## config.mk

```make
export PLATFORM = sky130hd
export DESIGN_NAME = json_string_escape_utf8
export DESIGN_NICKNAME = d
export VERILOG_FILES = /design/src/jse_pkg.sv /design/src/jse_front.sv /design/src/jse_fifo.sv /design/src/jse_back.sv /design/src/json_string_escape_utf8.sv
export SDC_FILE = /design/constraint.sdc
export NUM_CORES = 1
export LEC_CHECK = 0
export ABC_CLOCK_PERIOD_IN_PS = 4700
export BUFFER_PORTS_ARGS = -buffer_cell sky130_fd_sc_hd__buf_2
export CORE_MARGIN = 4
export CORE_UTILIZATION = 50
export DETAILED_ROUTE_END_ITERATION = 10
export PLACE_DENSITY_LB_ADDON = 0.12
export SLEW_MARGIN = 20
export SYNTH_ARGS = -nofsm -noshare
export SYNTH_HDL_FRONTEND = slang
export SYNTH_SLANG_ARGS = --single-unit
```

## constraint.sdc

```tcl
create_clock -name clk -period 4.7 [get_ports clk]
set_clock_uncertainty 0.1 [all_clocks]
set_input_delay 0.47 -clock clk [delete_from_list [all_inputs] [get_ports clk]]
set_output_delay 0.47 -clock clk [all_outputs]
set_load 0.005 [all_outputs]
```

## src/jse_pkg.sv

```systemverilog
// ----------------------------------------------------------------------------
// jse_pkg
// Shared types, codes and helpers for the JSON string escaper.
// ----------------------------------------------------------------------------
`timescale 1ns / 1ps
`default_nettype none

package jse_pkg;

  localparam int OP_W     = 2;
  localparam int CP_W     = 21;
  localparam int BYTE_W   = 8;
  localparam int SEQ_MAX  = 6;
  localparam int LEN_W    = 3;
  localparam int IDX_W    = 3;
  localparam int IN_W     = 24;   // op + code point padded to whole bytes

  localparam int QUEUE_DEPTH_DEF = 2;

  localparam logic [OP_W-1:0] OP_OPEN  = 2'd0;
  localparam logic [OP_W-1:0] OP_CHAR  = 2'd1;
  localparam logic [OP_W-1:0] OP_CLOSE = 2'd2;

  localparam logic [CP_W-1:0] CTRL_LIMIT = 21'd32;

  localparam logic [BYTE_W-1:0] CH_QUOTE = 8'h22;
  localparam logic [BYTE_W-1:0] CH_BSL   = 8'h5C;
  localparam logic [BYTE_W-1:0] CH_LF    = 8'h0A;
  localparam logic [BYTE_W-1:0] CH_TAB   = 8'h09;
  localparam logic [BYTE_W-1:0] CH_N     = 8'h6E;
  localparam logic [BYTE_W-1:0] CH_T     = 8'h74;
  localparam logic [BYTE_W-1:0] CH_U     = 8'h75;
  localparam logic [BYTE_W-1:0] CH_ZERO  = 8'h30;

  // One item's worth of output bytes, emitted from seq[0] upward
  typedef struct packed {
    logic [SEQ_MAX-1:0][BYTE_W-1:0] seq;
    logic [LEN_W-1:0]               len;
  } esc_seq_t;

  function automatic logic [BYTE_W-1:0] hex_upper(input logic [3:0] nib);
    logic [BYTE_W-1:0] r;
    if (nib < 4'd10) begin
      r = 8'h30 + {4'd0, nib};
    end else begin
      r = 8'h37 + {4'd0, nib};
    end
    return r;
  endfunction

endpackage

`default_nettype wire

```

## src/jse_front.sv

```systemverilog
// ----------------------------------------------------------------------------
// jse_front
// Decodes one command into its escaped byte sequence and length.
// ----------------------------------------------------------------------------
`timescale 1ns / 1ps
`default_nettype none

module jse_front (
  input  wire logic [jse_pkg::OP_W-1:0] op,
  input  wire logic [jse_pkg::CP_W-1:0] code_point,
  output jse_pkg::esc_seq_t             desc
);

  always_comb begin
    desc.seq = '0;
    desc.len = '0;
    case (op)
      jse_pkg::OP_OPEN, jse_pkg::OP_CLOSE: begin
        desc.seq[0] = jse_pkg::CH_QUOTE;
        desc.len    = 3'd1;
      end
      jse_pkg::OP_CHAR: begin
        if (code_point == {13'd0, jse_pkg::CH_QUOTE} ||
            code_point == {13'd0, jse_pkg::CH_BSL}) begin
          desc.seq[0] = jse_pkg::CH_BSL;
          desc.seq[1] = code_point[7:0];
          desc.len    = 3'd2;
        end else if (code_point == {13'd0, jse_pkg::CH_LF}) begin
          desc.seq[0] = jse_pkg::CH_BSL;
          desc.seq[1] = jse_pkg::CH_N;
          desc.len    = 3'd2;
        end else if (code_point == {13'd0, jse_pkg::CH_TAB}) begin
          desc.seq[0] = jse_pkg::CH_BSL;
          desc.seq[1] = jse_pkg::CH_T;
          desc.len    = 3'd2;
        end else if (code_point < jse_pkg::CTRL_LIMIT) begin
          // \u00XX
          desc.seq[0] = jse_pkg::CH_BSL;
          desc.seq[1] = jse_pkg::CH_U;
          desc.seq[2] = jse_pkg::CH_ZERO;
          desc.seq[3] = jse_pkg::CH_ZERO;
          desc.seq[4] = jse_pkg::hex_upper({3'd0, code_point[4]});
          desc.seq[5] = jse_pkg::hex_upper(code_point[3:0]);
          desc.len    = 3'd6;
        end else if (code_point < 21'h80) begin
          desc.seq[0] = code_point[7:0];
          desc.len    = 3'd1;
        end else if (code_point < 21'h800) begin
          desc.seq[0] = {3'b110, code_point[10:6]};
          desc.seq[1] = {2'b10, code_point[5:0]};
          desc.len    = 3'd2;
        end else if (code_point < 21'h10000) begin
          desc.seq[0] = {4'b1110, code_point[15:12]};
          desc.seq[1] = {2'b10, code_point[11:6]};
          desc.seq[2] = {2'b10, code_point[5:0]};
          desc.len    = 3'd3;
        end else begin
          desc.seq[0] = {5'b11110, code_point[20:18]};
          desc.seq[1] = {2'b10, code_point[17:12]};
          desc.seq[2] = {2'b10, code_point[11:6]};
          desc.seq[3] = {2'b10, code_point[5:0]};
          desc.len    = 3'd4;
        end
      end
      default: begin
        desc.len = '0;  // unused op: nothing emitted
      end
    endcase
  end

endmodule

`default_nettype wire

```

## src/jse_fifo.sv

```systemverilog
// ----------------------------------------------------------------------------
// jse_fifo
// Short queue of decoded sequences between the decoder and the serialiser.
// ----------------------------------------------------------------------------
`timescale 1ns / 1ps
`default_nettype none

module jse_fifo #(
  parameter int DEPTH = jse_pkg::QUEUE_DEPTH_DEF
) (
  input  wire logic              clk,
  input  wire logic              rst,
  input  wire logic              push,
  input  wire jse_pkg::esc_seq_t wr_data,
  output logic                   full,
  input  wire logic              pop,
  output jse_pkg::esc_seq_t      rd_data,
  output logic                   not_empty
);

  localparam int PTR_W = (DEPTH > 1) ? $clog2(DEPTH) : 1;
  localparam int CNT_W = $clog2(DEPTH + 1);

  jse_pkg::esc_seq_t mem [DEPTH];
  logic [PTR_W-1:0]  wr_ptr;
  logic [PTR_W-1:0]  rd_ptr;
  logic [CNT_W-1:0]  count;

  assign full      = (count == CNT_W'(DEPTH));
  assign not_empty = (count != '0);
  assign rd_data   = mem[rd_ptr];

  always_ff @(posedge clk) begin
    if (push) begin
      mem[wr_ptr] <= wr_data;
    end
  end

  always_ff @(posedge clk) begin
    if (rst) begin
      wr_ptr <= '0;
      rd_ptr <= '0;
      count  <= '0;
    end else begin
      if (push) begin
        wr_ptr <= (wr_ptr == PTR_W'(DEPTH - 1)) ? '0 : wr_ptr + 1'b1;
      end
      if (pop) begin
        rd_ptr <= (rd_ptr == PTR_W'(DEPTH - 1)) ? '0 : rd_ptr + 1'b1;
      end
      if (push && !pop) begin
        count <= count + 1'b1;
      end else if (pop && !push) begin
        count <= count - 1'b1;
      end
    end
  end

endmodule

`default_nettype wire

```

## src/jse_back.sv

```systemverilog
// ----------------------------------------------------------------------------
// jse_back
// Walks the head sequence one byte per beat into a registered output stage.
// ----------------------------------------------------------------------------
`timescale 1ns / 1ps
`default_nettype none

module jse_back (
  input  wire logic                         clk,
  input  wire logic                         rst,
  input  wire jse_pkg::esc_seq_t            head,
  input  wire logic                         head_valid,
  output logic                              pop,
  output logic                              m_tvalid,
  input  wire logic                         m_tready,
  output logic [jse_pkg::BYTE_W-1:0]        m_tdata,
  output logic                              m_tlast
);

  logic [jse_pkg::IDX_W-1:0] idx;
  logic                      load;
  logic                      take;
  logic                      at_end;

  assign load   = !m_tvalid || m_tready;
  assign take   = load && head_valid;
  assign at_end = (idx == head.len - 3'd1);
  assign pop    = take && at_end;

  always_ff @(posedge clk) begin
    if (rst) begin
      idx      <= '0;
      m_tvalid <= 1'b0;
    end else begin
      if (load) begin
        m_tvalid <= head_valid;
      end
      if (take) begin
        idx <= at_end ? '0 : idx + 1'b1;
      end
    end
  end

  always_ff @(posedge clk) begin
    if (take) begin
      m_tdata <= head.seq[idx];
      m_tlast <= at_end;
    end
  end

endmodule

`default_nettype wire

```

## src/json_string_escape_utf8.sv

```systemverilog
// ----------------------------------------------------------------------------
// json_string_escape_utf8
// Streams commands in and the bytes of a quoted JSON string literal out.
// ----------------------------------------------------------------------------
// Each input beat is a command: open quote, one character, or close quote.
// It produces 0 to 6 output bytes, with tlast on the final byte of each
// command; op value 3 produces nothing. Commands are decoded on entry and
// queued, so a new command is taken every cycle while the queue has room.
// The output side emits one byte per cycle while the sink is ready, and the
// serialiser walking the queued byte sequence sets the sustained rate: a
// command of several bytes holds the queue head until its last byte is taken.
// A command passes through the queue and the registered output stage first.
`timescale 1ns / 1ps
`default_nettype none

module json_string_escape_utf8 #(
  parameter int QUEUE_DEPTH = jse_pkg::QUEUE_DEPTH_DEF
) (
  input  wire logic                         clk,
  input  wire logic                         rst,
  input  wire logic                         s_tvalid,
  output logic                              s_tready,
  input  wire logic [jse_pkg::IN_W-1:0]     s_tdata,   // [1:0] op, [22:2] code_point
  output logic                              m_tvalid,
  input  wire logic                         m_tready,
  output logic [jse_pkg::BYTE_W-1:0]        m_tdata,   // [7:0] out_byte
  output logic                              m_tlast    // last
);

  jse_pkg::esc_seq_t desc;
  jse_pkg::esc_seq_t head;
  logic              full;
  logic              head_valid;
  logic              push;
  logic              pop;

  jse_front u_front (
    .op         (s_tdata[1:0]),
    .code_point (s_tdata[22:2]),
    .desc       (desc)
  );

  assign s_tready = !full;
  assign push     = s_tvalid && s_tready && (desc.len != '0);

  jse_fifo #(
    .DEPTH (QUEUE_DEPTH)
  ) u_fifo (
    .clk       (clk),
    .rst       (rst),
    .push      (push),
    .wr_data   (desc),
    .full      (full),
    .pop       (pop),
    .rd_data   (head),
    .not_empty (head_valid)
  );

  jse_back u_back (
    .clk        (clk),
    .rst        (rst),
    .head       (head),
    .head_valid (head_valid),
    .pop        (pop),
    .m_tvalid   (m_tvalid),
    .m_tready   (m_tready),
    .m_tdata    (m_tdata),
    .m_tlast    (m_tlast)
  );

endmodule

`default_nettype wire

```

==> metrics.yaml, run 1 <==
finalCriticalPeriod_ns: 3.13
yosysTopAreaCellShare_pct: 57.4
yosysTopAreaCell: "edfxtp_1"
pwr-share-clk_pct: 27.3
post_drt_via_cell_ratio: 5.79
wl_per_cell_um: 19.3
finalSetupViolCount: 0
worstPathRequired_ns: 4.67
synth_common_cells: "edfxtp_1, nor2_1, a21oi_1"
dieWidth_um: 107
max_cap_violations: 0
clockBufferDepth: 2
cts_inserted_buffers: 9
drive_gt1_share_pct: 22.3
detail-route-antenna-nets: 0
hp-class: "input port to register"
drv_slew: 0
utilization_pct: 57.5
route.detailed.drc: 0
synthFlopType: "edfxtp_1"
ir_worst_vdd_uv: 214
p_leak_nw: 1.85
grt_pass1_wl_mm: 16.5
swShare_pct: 27.4
grt_util_met1_pct: 28.4
root_buffer: "clkbuf_8"
drtIter0Drc: 183
path_clk_slew_ns: 0.11
ys_warn_count: 0
status: "completed"
ys_ff_latch: 102
yosys.area_share.xor_xnor_pct: 1.80
antenna_found_initial: 0
worstMarginPinSlew_ns: 0.739
critPathCaptureType: "register"
synth_cell_type_count: 54
setup_tns_ns: 0
min_path_cells: 2
grt_usage_pct: 19.0
grt_overflow_total: 0
synthMuxAreaShare_pct: 10.8
die_area_um2: 11400
finalHoldViolations: 0
synth_top_family_by_area: "simple AND/OR/NAND/NOR gates"
yosysSeqAreaShare_pct: 61.1
hold_path.startpoint: "rst"
r2r_cells: 10
cts_hold_buf: 0
r2r_setup_slack_ns: 1.74
max_clock_freq_mhz: 319
wirelength_mm: 10.3
cp.arrival_ns: 3.10
dr.pass1.iters: 4
p_switching_uw: 623
critPathSlowestCell: "and2_2"
finalCritPeriodShare_pct: 66.6
clock_latency_ns: 0.36
worstSetupPathType: "input port to register"
synth_fa_ha_area_share_pct: 1.80
n_antenna_cell: 0
synth_edf_count: 93
routed-via-count: 3084
clkSinkCount: 102
min_to: "u_fifo.count[1]"
io_pins: 39
setup_slack_ns: 1.57
worstReg2RegEnd: "u_fifo.count[1]"
cpPeakStageDelay_ns: 0.55
p_int_mw: 1.65
yosys.area_share.simple_pct: 11.2
syn_nets: 400
nNetsFinal: 434
grt.met2_usage_pct: 28.5
power_frac_comb_pct: 20.5
gp_congestion: 0.939
p_per_area_nw_per_um2: 421
core_um2: 9370
critPathMaxFanout: 24
cp-start-kind: "input port"
yosysMostFrequentCell: "edfxtp_1"
grt_pass1_vias: 3129
syn_area_um2: 4860
max_slew_margin_pct: 50.7
multiInputGateArea_um2: 1750
die_y_um: 107
syn_inst: 365
synth_compound_area_share_pct: 10.3
ff_latch_area_um2: 2970
post_cts_resized: 0
avgSynthCellArea_um2: 13.3
hpwlAfterDp_mm: 6.96
start_util_pct: 51.9
cts_setup_buffers: 0
cts_tree: "built"
rsz0062_at_grt: "false"
cts_htree_levels: 3
numPortBuffers: 37
area_delta_synth_final_pct: 10.9
async_flop_share_pct: 0
fp-row-count: 35
cp_cell_sequence: "buf_2, inv_1, ha_1, and3_1, o2111a_1, o31a_4, a21oi_4, and2_2, buf_4"
place_ws_ns: 1.21
grt_max_degree: 43
fillCellCount: 798
met3_usage_pct: 2.17
synth.area.top_cells: "edfxtp_1, mux4_2, dfxtp_1"
top_usage_layer: "met2"
power_frac_seq_pct: 52.2
-- layout by cell type, fill, tap and decap left out, types with 4 or more instances in the layout --
master and count:
nor2_1 39, a21oi_1 26, xor2_1 5, and3_1 6
buf_4 7, mux2i_1 14, nand2b_1 7, buf_2 37
o21a_1 4, mux4_2 16, xnor2_1 5, nor2b_1 4
nor3_1 8, nand3_1 5, inv_1 12, clkbuf_8 9
dfxtp_1 9, a211oi_1 4, nand2_1 15, edfxtp_1 93
ha_1 7, a22oi_1 6, o21ai_0 15
-- critical path: cells and delay by family --
| family | cells | cell delay [ns] |
|---|---|---|
| adders and majority gates | 1 | 0.26 |
| buffers and inverters | 3 | 0.60 |
| AOI/OAI and AO/OA | 3 | 1.02 |
| and+or+nand+nor | 2 | 0.72 |
-- how the worst max path moves through the flow --
stage          cells past startpoint                end  slack (ns)       start
4_1_cts                            9  u_fifo.mem[1][32]        1.59  s_tdata[2]
3_5_place_dp                       9  u_fifo.mem[1][15]        1.21  s_tdata[2]
2_1_floorplan                     10   u_fifo.mem[0][0]        1.07  s_tdata[3]
5_1_grt                           10  u_fifo.mem[1][32]        1.41  s_tdata[3]
6_report                           9  u_fifo.mem[1][32]        1.57  s_tdata[2]
3_3_place_gp                      10   u_fifo.mem[1][8]        1.20  s_tdata[3]
-- per-layer routing --
layer / vias up / share of wire, %
met5: - / 0
met4: 0 / 2.3
met2: 115 / 45
li1: 1454 / -
met3: 16 / 5.8
met1: 1499 / 47
-- power by group through the flow --
stage                     Clock (mW)  Sequential, mW  Combinational (mW)
after floorplan                    0            1.19               0.328
after global placement             0            1.20               0.465
after detailed placement           0            1.21               0.471
after CTS                      0.636            1.19               0.473
after global routing           0.673            1.20               0.516
final                          0.621            1.19               0.465
-- cell families after synthesis --
family | Yosys count
mux | 32
xor+xnor | 10
flops | 102
buf+inv | 33
compound gates | 77
simple gates | 104
fa+ha+maj | 7
-- metrics by stage --
stage / hold WS [ns] / std cells / area [um2] / power [mW]
after floorplan: 0.381 / 365 / 4860 / 1.52
after global placement: 0.380 / 517 / 5170 / 1.67
after detailed placement: 0.396 / 517 / 5170 / 1.68
after CTS: 0.242 / 533 / 5390 / 2.30
after global routing: 0.272 / 533 / 5390 / 2.39
final: 0.266 / 533 / 5390 / 2.27
-- state kept, by name (all words and copies together) (netlist names), named ones only --
| signal | flops |
|---|---|
| u_fifo.rd_ptr | 1 |
| u_back.m_tlast | 1 |
| u_back.idx | 3 |
| u_fifo.wr_ptr | 1 |
| u_back.m_tvalid | 1 |
| u_fifo.mem | 84 |
| u_fifo.count | 2 |
| u_back.m_tdata | 8 |
-- area by class of cell --
cell class                 instances  area share [%]
tap                              129            2.99
inverter                          12           0.835
multi-input combinational        230            32.5
clock buffer                       9            2.30
clock inverter                     7            1.88
sequential                       102            55.1
timing repair buffer              44            4.41
Power figures use the tool's default switching activity.
==> run 2, diff against run 1 <==
--- a/config.mk
+++ b/config.mk
@@ -5,7 +5,7 @@
 export SDC_FILE = /design/constraint.sdc
 export NUM_CORES = 1
 export LEC_CHECK = 0
-export ABC_CLOCK_PERIOD_IN_PS = 4700
+export ABC_CLOCK_PERIOD_IN_PS = 2800
 export BUFFER_PORTS_ARGS = -buffer_cell sky130_fd_sc_hd__buf_2
 export CORE_MARGIN = 4
 export CORE_UTILIZATION = 50
==> constraint.sdc (replaced) <==
create_clock -name clk -period 2.8 [get_ports clk]
set_clock_uncertainty 0.1 [all_clocks]
set_input_delay 0.28 -clock clk [delete_from_list [all_inputs] [get_ports clk]]
set_output_delay 0.28 -clock clk [all_outputs]
set_load 0.005 [all_outputs]
==> run 2 against run 1 <==
- non-clock buffer count is 19 higher
- utilization is 1.4 points higher
- sequential share of layout area is 1.3 points lower
- wire length is 3.6% higher
- final area is 2.4% higher
- sequential power is 66% higher
- count of clock-buffer cells in the layout stayed put
- cell count is 3.6% higher
- power is 62% higher
- setup slack worse by 1.4 ns
- largest cell class unchanged
- largest power group unchanged
- highest routed layer unchanged
==> metrics.yaml, run 2 (synthesis results as in run 1) <==
r2r_cells: 10  # unchanged
finalCritPeriodShare_pct: 94.3
grt_max_degree: 43  # unchanged
path_clk_slew_ns: 0.10  # about the same
gp_congestion: 0.894  # -4.8%
rsz0062_at_grt: "false"
max_cap_violations: 0  # unchanged
detail-route-antenna-nets: 0  # unchanged
hp-class: "input port to register"
area_delta_synth_final_pct: 13.5
finalSetupViolCount: 0  # unchanged
drv_slew: 0  # unchanged
highest_layer: "met4"
clockBufferDepth: 2  # unchanged
wl_met1_mm: 4.96  # +2.7%
dieWidth_um: 107  # unchanged
largest_reg_flops: 84  # unchanged
route.met2.wl_mm: 4.97  # +7.6%
cp-start-kind: "register"
setup_tns_ns: 0  # unchanged
finalCriticalPeriod_ns: 2.64
final_cell_mix: "edfxtp_1, nor2_1, buf_2, a21oi_1, buf_4"
antenna_found_initial: 0  # unchanged
regMostFlops: "u_fifo.mem"
nNetsFinal: 453  # +4.4%
placed_cells: 536  # +3.7%
total_power_mw: 3.67  # +62%
grt_pass1_wl_mm: 17.4  # +5.5%
die_y_um: 107  # unchanged
cts_tree: "built"
n_antenna_cell: 0  # unchanged
wl_met3_um: 540  # -9.5%
wl_per_cell_um: 19.3  # about the same
timing.hold.ws_ns: 0.0820  # -0.184 ns
cpPeakStageDelay_ns: 0.39  # -0.16 ns
crit_end: "u_fifo.count[1]"
die_area_um2: 11400  # unchanged
clkSinkCount: 102  # unchanged
worstSetupPathType: "register to register"
clock_latency_ns: 0.36  # about the same
finalHoldViolations: 0  # unchanged
fillCellCount: 804  # +0.75%
grt_usage_pct: 20.2  # +1.2 points
worstPathRequired_ns: 3.00  # -1.67 ns
post_drt_via_cell_ratio: 5.75  # -0.62%
root_buffer: "clkbuf_8"
final_common_cell: "edfxtp_1"
crit_top_cell: "ha_1"
routed-via-count: 3174  # +2.9%
dr.pass1.iters: 4  # unchanged
drive_gt1_share_pct: 25.8  # +3.5 points
max_slew_margin_pct: 66.5  # +16 points
hpwlAfterDp_mm: 7.50  # +7.8%
critPathCaptureType: "register"
ir_worst_vdd_uv: 288  # +34%
post_cts_resized: 0  # unchanged
cts_inserted_buffers: 9  # unchanged
core_um2: 9370  # unchanged
cp.depth: 10  # +1
p_per_area_nw_per_um2: 665  # +58%
critPathSlowestCell: "dfxtp_2"
cts_htree_levels: 3  # unchanged
status: "completed"
numPortBuffers: 37  # unchanged
path_buf_inv: 1  # -2
cp_cell_sequence: "mux2i_1, ha_1, xor2_1, xnor2_1, nor3_1, and2_1, inv_1, ha_1, or3_1, a21oi_1"
cp.arrival_ns: 2.84  # -0.26 ns
grt_overflow_total: 0  # unchanged
p_leak_nw: 1.94  # +4.9%
cp_top_family: "simple AND/OR/NAND/NOR gates"
reg_top3: "u_fifo.mem: 84 flops, u_back.m_tdata: 8 flops, u_back.idx: 3 flops"
cts_hold_buf: 0  # unchanged
worstReg2RegEnd: "u_fifo.count[1]"
r2r_setup_slack_ns: 0.16  # -1.58 ns
fp-row-count: 35  # unchanged
worstMarginPinSlew_ns: 0.497  # -0.242 ns
critPathMaxFanout: 4  # -83%
wirelength_mm: 10.6  # +3.6%
start_util_pct: 51.9  # unchanged
route.detailed.drc: 0  # unchanged
max_clock_freq_mhz: 379
cts_setup_buffers: 0  # unchanged
grt_pass1_vias: 3270  # +4.5%
io_pins: 39  # unchanged
finalNonFillerCells: 552  # +3.6%
drtIter0Drc: 197  # +7.7%
## run 2: changes by cell type in the layout (fill, tap and decap cells not counted), moves of 2 or more
cell        delta
clkinvlp_4     -2
clkinv_4       +2
bufinv_16      -2
buf_12         +2
buf_4         +17
## run 2: worst reg2reg max path, cell delays in order (launching register included)
cell	delay (ns)
dfxtp_2	0.39
mux2i_1	0.30
ha_1	0.21
xor2_1	0.18
xnor2_1	0.08
nor3_1	0.20
and2_1	0.24
inv_1	0.07
ha_1	0.31
or3_1	0.36
a21oi_1	0.14
## run 2: area by class of cell
| cell class | instances | area, um2 | area share, % |
|---|---|---|---|
| inverter | 12 | 45.0 | 0.816 |
| tap | 129 | 161 | 2.92 |
| sequential | 102 | 2970 | 53.9 |
| clock inverter | 7 | 60.1 | 1.09 |
| timing repair buffer | 63 | 405 | 7.34 |
| multi-input combinational | 230 | 1750 | 31.7 |
| clock buffer | 9 | 124 | 2.24 |
## run 2: layer usage
metal,global-route usage (%),vias to the layer above
met1,29.1,1567
met4,6.21,0
met3,3.67,13
met5,0,-
met2,31.4,98
li1,-,1496
## run 2: how the worst min path moves through the flow
stage / cells past startpoint / slack [ns] / start / endpoint
2_1_floorplan: 1 / 0.34 / s_tdata[0] / u_fifo.mem[0][4]
3_3_place_gp: 2 / 0.39 / u_fifo.rd_ptr / register
3_5_place_dp: 2 / 0.40 / u_back.m_tvalid / u_back.m_tvalid
4_1_cts: 2 / 0.07 / rst / register
5_1_grt: 2 / 0.08 / rst / u_fifo.count[1]
6_report: 2 / 0.08 / rst / register
## run 2: power by group
| group | switching, mW | internal, mW | total (mW) |
|---|---|---|---|
| Clock | 0.519 | 0.336 | 0.855 |
| Sequential | 0.0659 | 1.90 | 1.97 |
| Combinational | 0.464 | 0.385 | 0.849 |
| Total | 1.05 | 2.62 | 3.67 |
## run 2: metrics by stage
stage	instance area [um2]	setup slack, ns	util, %
final	5520	0.160	58.9
after global routing	5520	0.0162	58.9
after CTS	5520	0.129	58.9
after detailed placement	5340	0.132	56.9
after global placement	5340	0.155	56.9
after floorplan	4870	-0.195	-
==> run 3, diff against run 2 <==
--- a/config.mk
+++ b/config.mk
@@ -6,7 +6,7 @@
 export NUM_CORES = 1
 export LEC_CHECK = 0
 export ABC_CLOCK_PERIOD_IN_PS = 2800
-export BUFFER_PORTS_ARGS = -buffer_cell sky130_fd_sc_hd__buf_2
+export BUFFER_PORTS_ARGS = -buffer_cell sky130_fd_sc_hd__clkbuf_2
 export CORE_MARGIN = 4
 export CORE_UTILIZATION = 50
 export DETAILED_ROUTE_END_ITERATION = 10
==> run 3 against run 2 <==
- utilization grew 0.13 points
- clock power shrank 2.8%
- largest power group unchanged
- critical path type unchanged
- first-iteration DRC count grew 6.1%
- cell count grew 0.18%
- critical path depth is the same
- via count grew 0.19%
- hold slack gained 0.013 ns
- global-route usage shrank 0.25 points
- maximum frequency grew 2.9%
- setup slack gained 0.075 ns
==> metrics.yaml, run 3 (synthesis results as in run 1) <==
hp-class: "input port to register"
worstPathRequired_ns: 3.00  # about the same
max_clock_freq_mhz: 390  # +2.9%
cp_top_family: "simple AND/OR/NAND/NOR gates"
post_cts_resized: 0  # unchanged
drtIter0Drc: 209  # +6.1%
numPortBuffers: 37  # unchanged
grt_pass1_vias: 3188  # -2.5%
path_clk_slew_ns: 0.10  # about the same
drv_slew: 0  # unchanged
dieWidth_um: 107  # unchanged
critPathCaptureType: "register"
cp-start-kind: "register"
timing.hold.ws_ns: 0.0951  # +0.0132 ns
grt_max_degree: 43  # unchanged
final_common_cell: "edfxtp_1"
final_cell_mix: "edfxtp_1, nor2_1, clkbuf_2, a21oi_1, buf_4"
wl_per_cell_um: 18.8  # -2.5%
grt_overflow_total: 0  # unchanged
reg_top3: "u_fifo.mem: 84 flops, u_back.m_tdata: 8 flops, u_back.idx: 3 flops"
setup_slack_ns: 0.235  # +0.0751 ns
die_area_um2: 11400  # unchanged
rsz0062_at_grt: "false"
worstSetupPathType: "register to register"
regMostFlops: "u_fifo.mem"
max_slew_margin_pct: 67.8  # +1.3 points
io_pins: 39  # unchanged
cpPeakStageDelay_ns: 0.44  # +0.05 ns
n_antenna_cell: 0  # unchanged
route.met2.wl_mm: 4.75  # -4.4%
clock_latency_ns: 0.36  # about the same
status: "completed"
p_leak_nw: 1.95  # +0.42%
clockBufferDepth: 2  # unchanged
finalSetupViolCount: 0  # unchanged
post_drt_via_cell_ratio: 5.75  # about the same
max_cap_violations: 0  # unchanged
wirelength_mm: 10.4  # -2.3%
antenna_found_initial: 0  # unchanged
wl_met3_um: 574  # +6.3%
die_y_um: 107  # unchanged
area_delta_synth_final_pct: 13.8
finalHoldViolations: 0  # unchanged
drive_gt1_share_pct: 26.4  # +0.65 points
hpwlAfterDp_mm: 7.34  # -2.2%
p_per_area_nw_per_um2: 662  # -0.46%
gp_congestion: 0.891  # -0.31%
ir_worst_vdd_uv: 291  # +1.1%
dr.pass1.iters: 5  # +1
critPathMaxFanout: 4  # unchanged
largest_reg_flops: 84  # unchanged
root_buffer: "clkbuf_8"
route.detailed.drc: 0  # unchanged
grt_usage_pct: 19.9  # -0.25 points
nNetsFinal: 454  # +0.22%
detail-route-antenna-nets: 0  # unchanged
wl_met1_mm: 4.84  # -2.4%
routed-via-count: 3180  # +0.19%
worstMarginPinSlew_ns: 0.482  # -0.0147 ns
cts_htree_levels: 3  # unchanged
core_um2: 9370  # unchanged
cp.arrival_ns: 2.77  # -0.07 ns
cts_tree: "built"
start_util_pct: 51.9  # unchanged
finalCritPeriodShare_pct: 91.6  # -2.7 points
fp-row-count: 35  # unchanged
crit_top_cell: "ha_1"
path_buf_inv: 1  # unchanged
finalCriticalPeriod_ns: 2.56  # -0.0751 ns
grt_pass1_wl_mm: 17.3  # -0.83%
place_ws_ns: 0.120  # -0.0115 ns
critPathSlowestCell: "dfxtp_2"
highest_layer: "met4"
cp_cell_sequence: "mux2i_4, ha_1, xor2_1, xnor2_1, nor3_1, and2_1, inv_1, ha_1, or3_1, a21oi_1"
cts_inserted_buffers: 9  # unchanged
cts_hold_buf: 0  # unchanged
cts_setup_buffers: 0  # unchanged
clkSinkCount: 102  # unchanged
run 3: changes by cell type in the layout (fill, tap and decap cells not counted), moves of 2 or more:
cell and delta:
clkbuf_2 +37, clkinvlp_4 +2, buf_2 -37, mux2i_1 -2
inv_6 -2
run 3: path summary, 6_finish.rpt:
kind	start	to	slack [ns]	cells past startpoint
max	register	u_fifo.count[1]	0.24	10
min	rst	register	0.1	2
max reg2reg	register	u_fifo.count[1]	0.24	10
min reg2reg	u_fifo.rd_ptr	register	0.42	2
run 3: routing by layer:
metal / vias to the layer above / GRT usage [%]
li1: 1501 / -
met1: 1545 / 29.3
met2: 115 / 30.3
met3: 19 / 3.37
met4: 0 / 6.85
met5: - / 0
run 3: stage by stage:
step | total power [mW] | instances | TNS [ns] | util (%) | instance area, um2
6_report | 3.66 | 553 | 0 | 59.0 | 5530
5_1_grt | 3.87 | 553 | 0 | 59.0 | 5530
3_5_place_dp | 2.87 | 537 | 0 | 57.0 | 5340
4_1_cts | 3.69 | 553 | 0 | 58.9 | 5520
2_1_floorplan | 2.55 | 365 | -16.34 | - | 4870
3_3_place_gp | 2.86 | 537 | 0 | 57.0 | 5340
run 3: cell type report:
cell class / count / area [um2]
Fill cell: 784 / 3840
Multi-Input combinational cell: 230 / 1770
Sequential cell: 102 / 2970
Clock buffer: 9 / 124
Tap cell: 129 / 161
Clock inverter: 7 / 48.8
Inverter: 12 / 45.0
Timing Repair Buffer: 64 / 413
run 3: power breakdown:
part | switching (mW) | internal (mW)
clock network | 0.506 | 0.325
registers | 0.0686 | 1.90
logic | 0.467 | 0.395
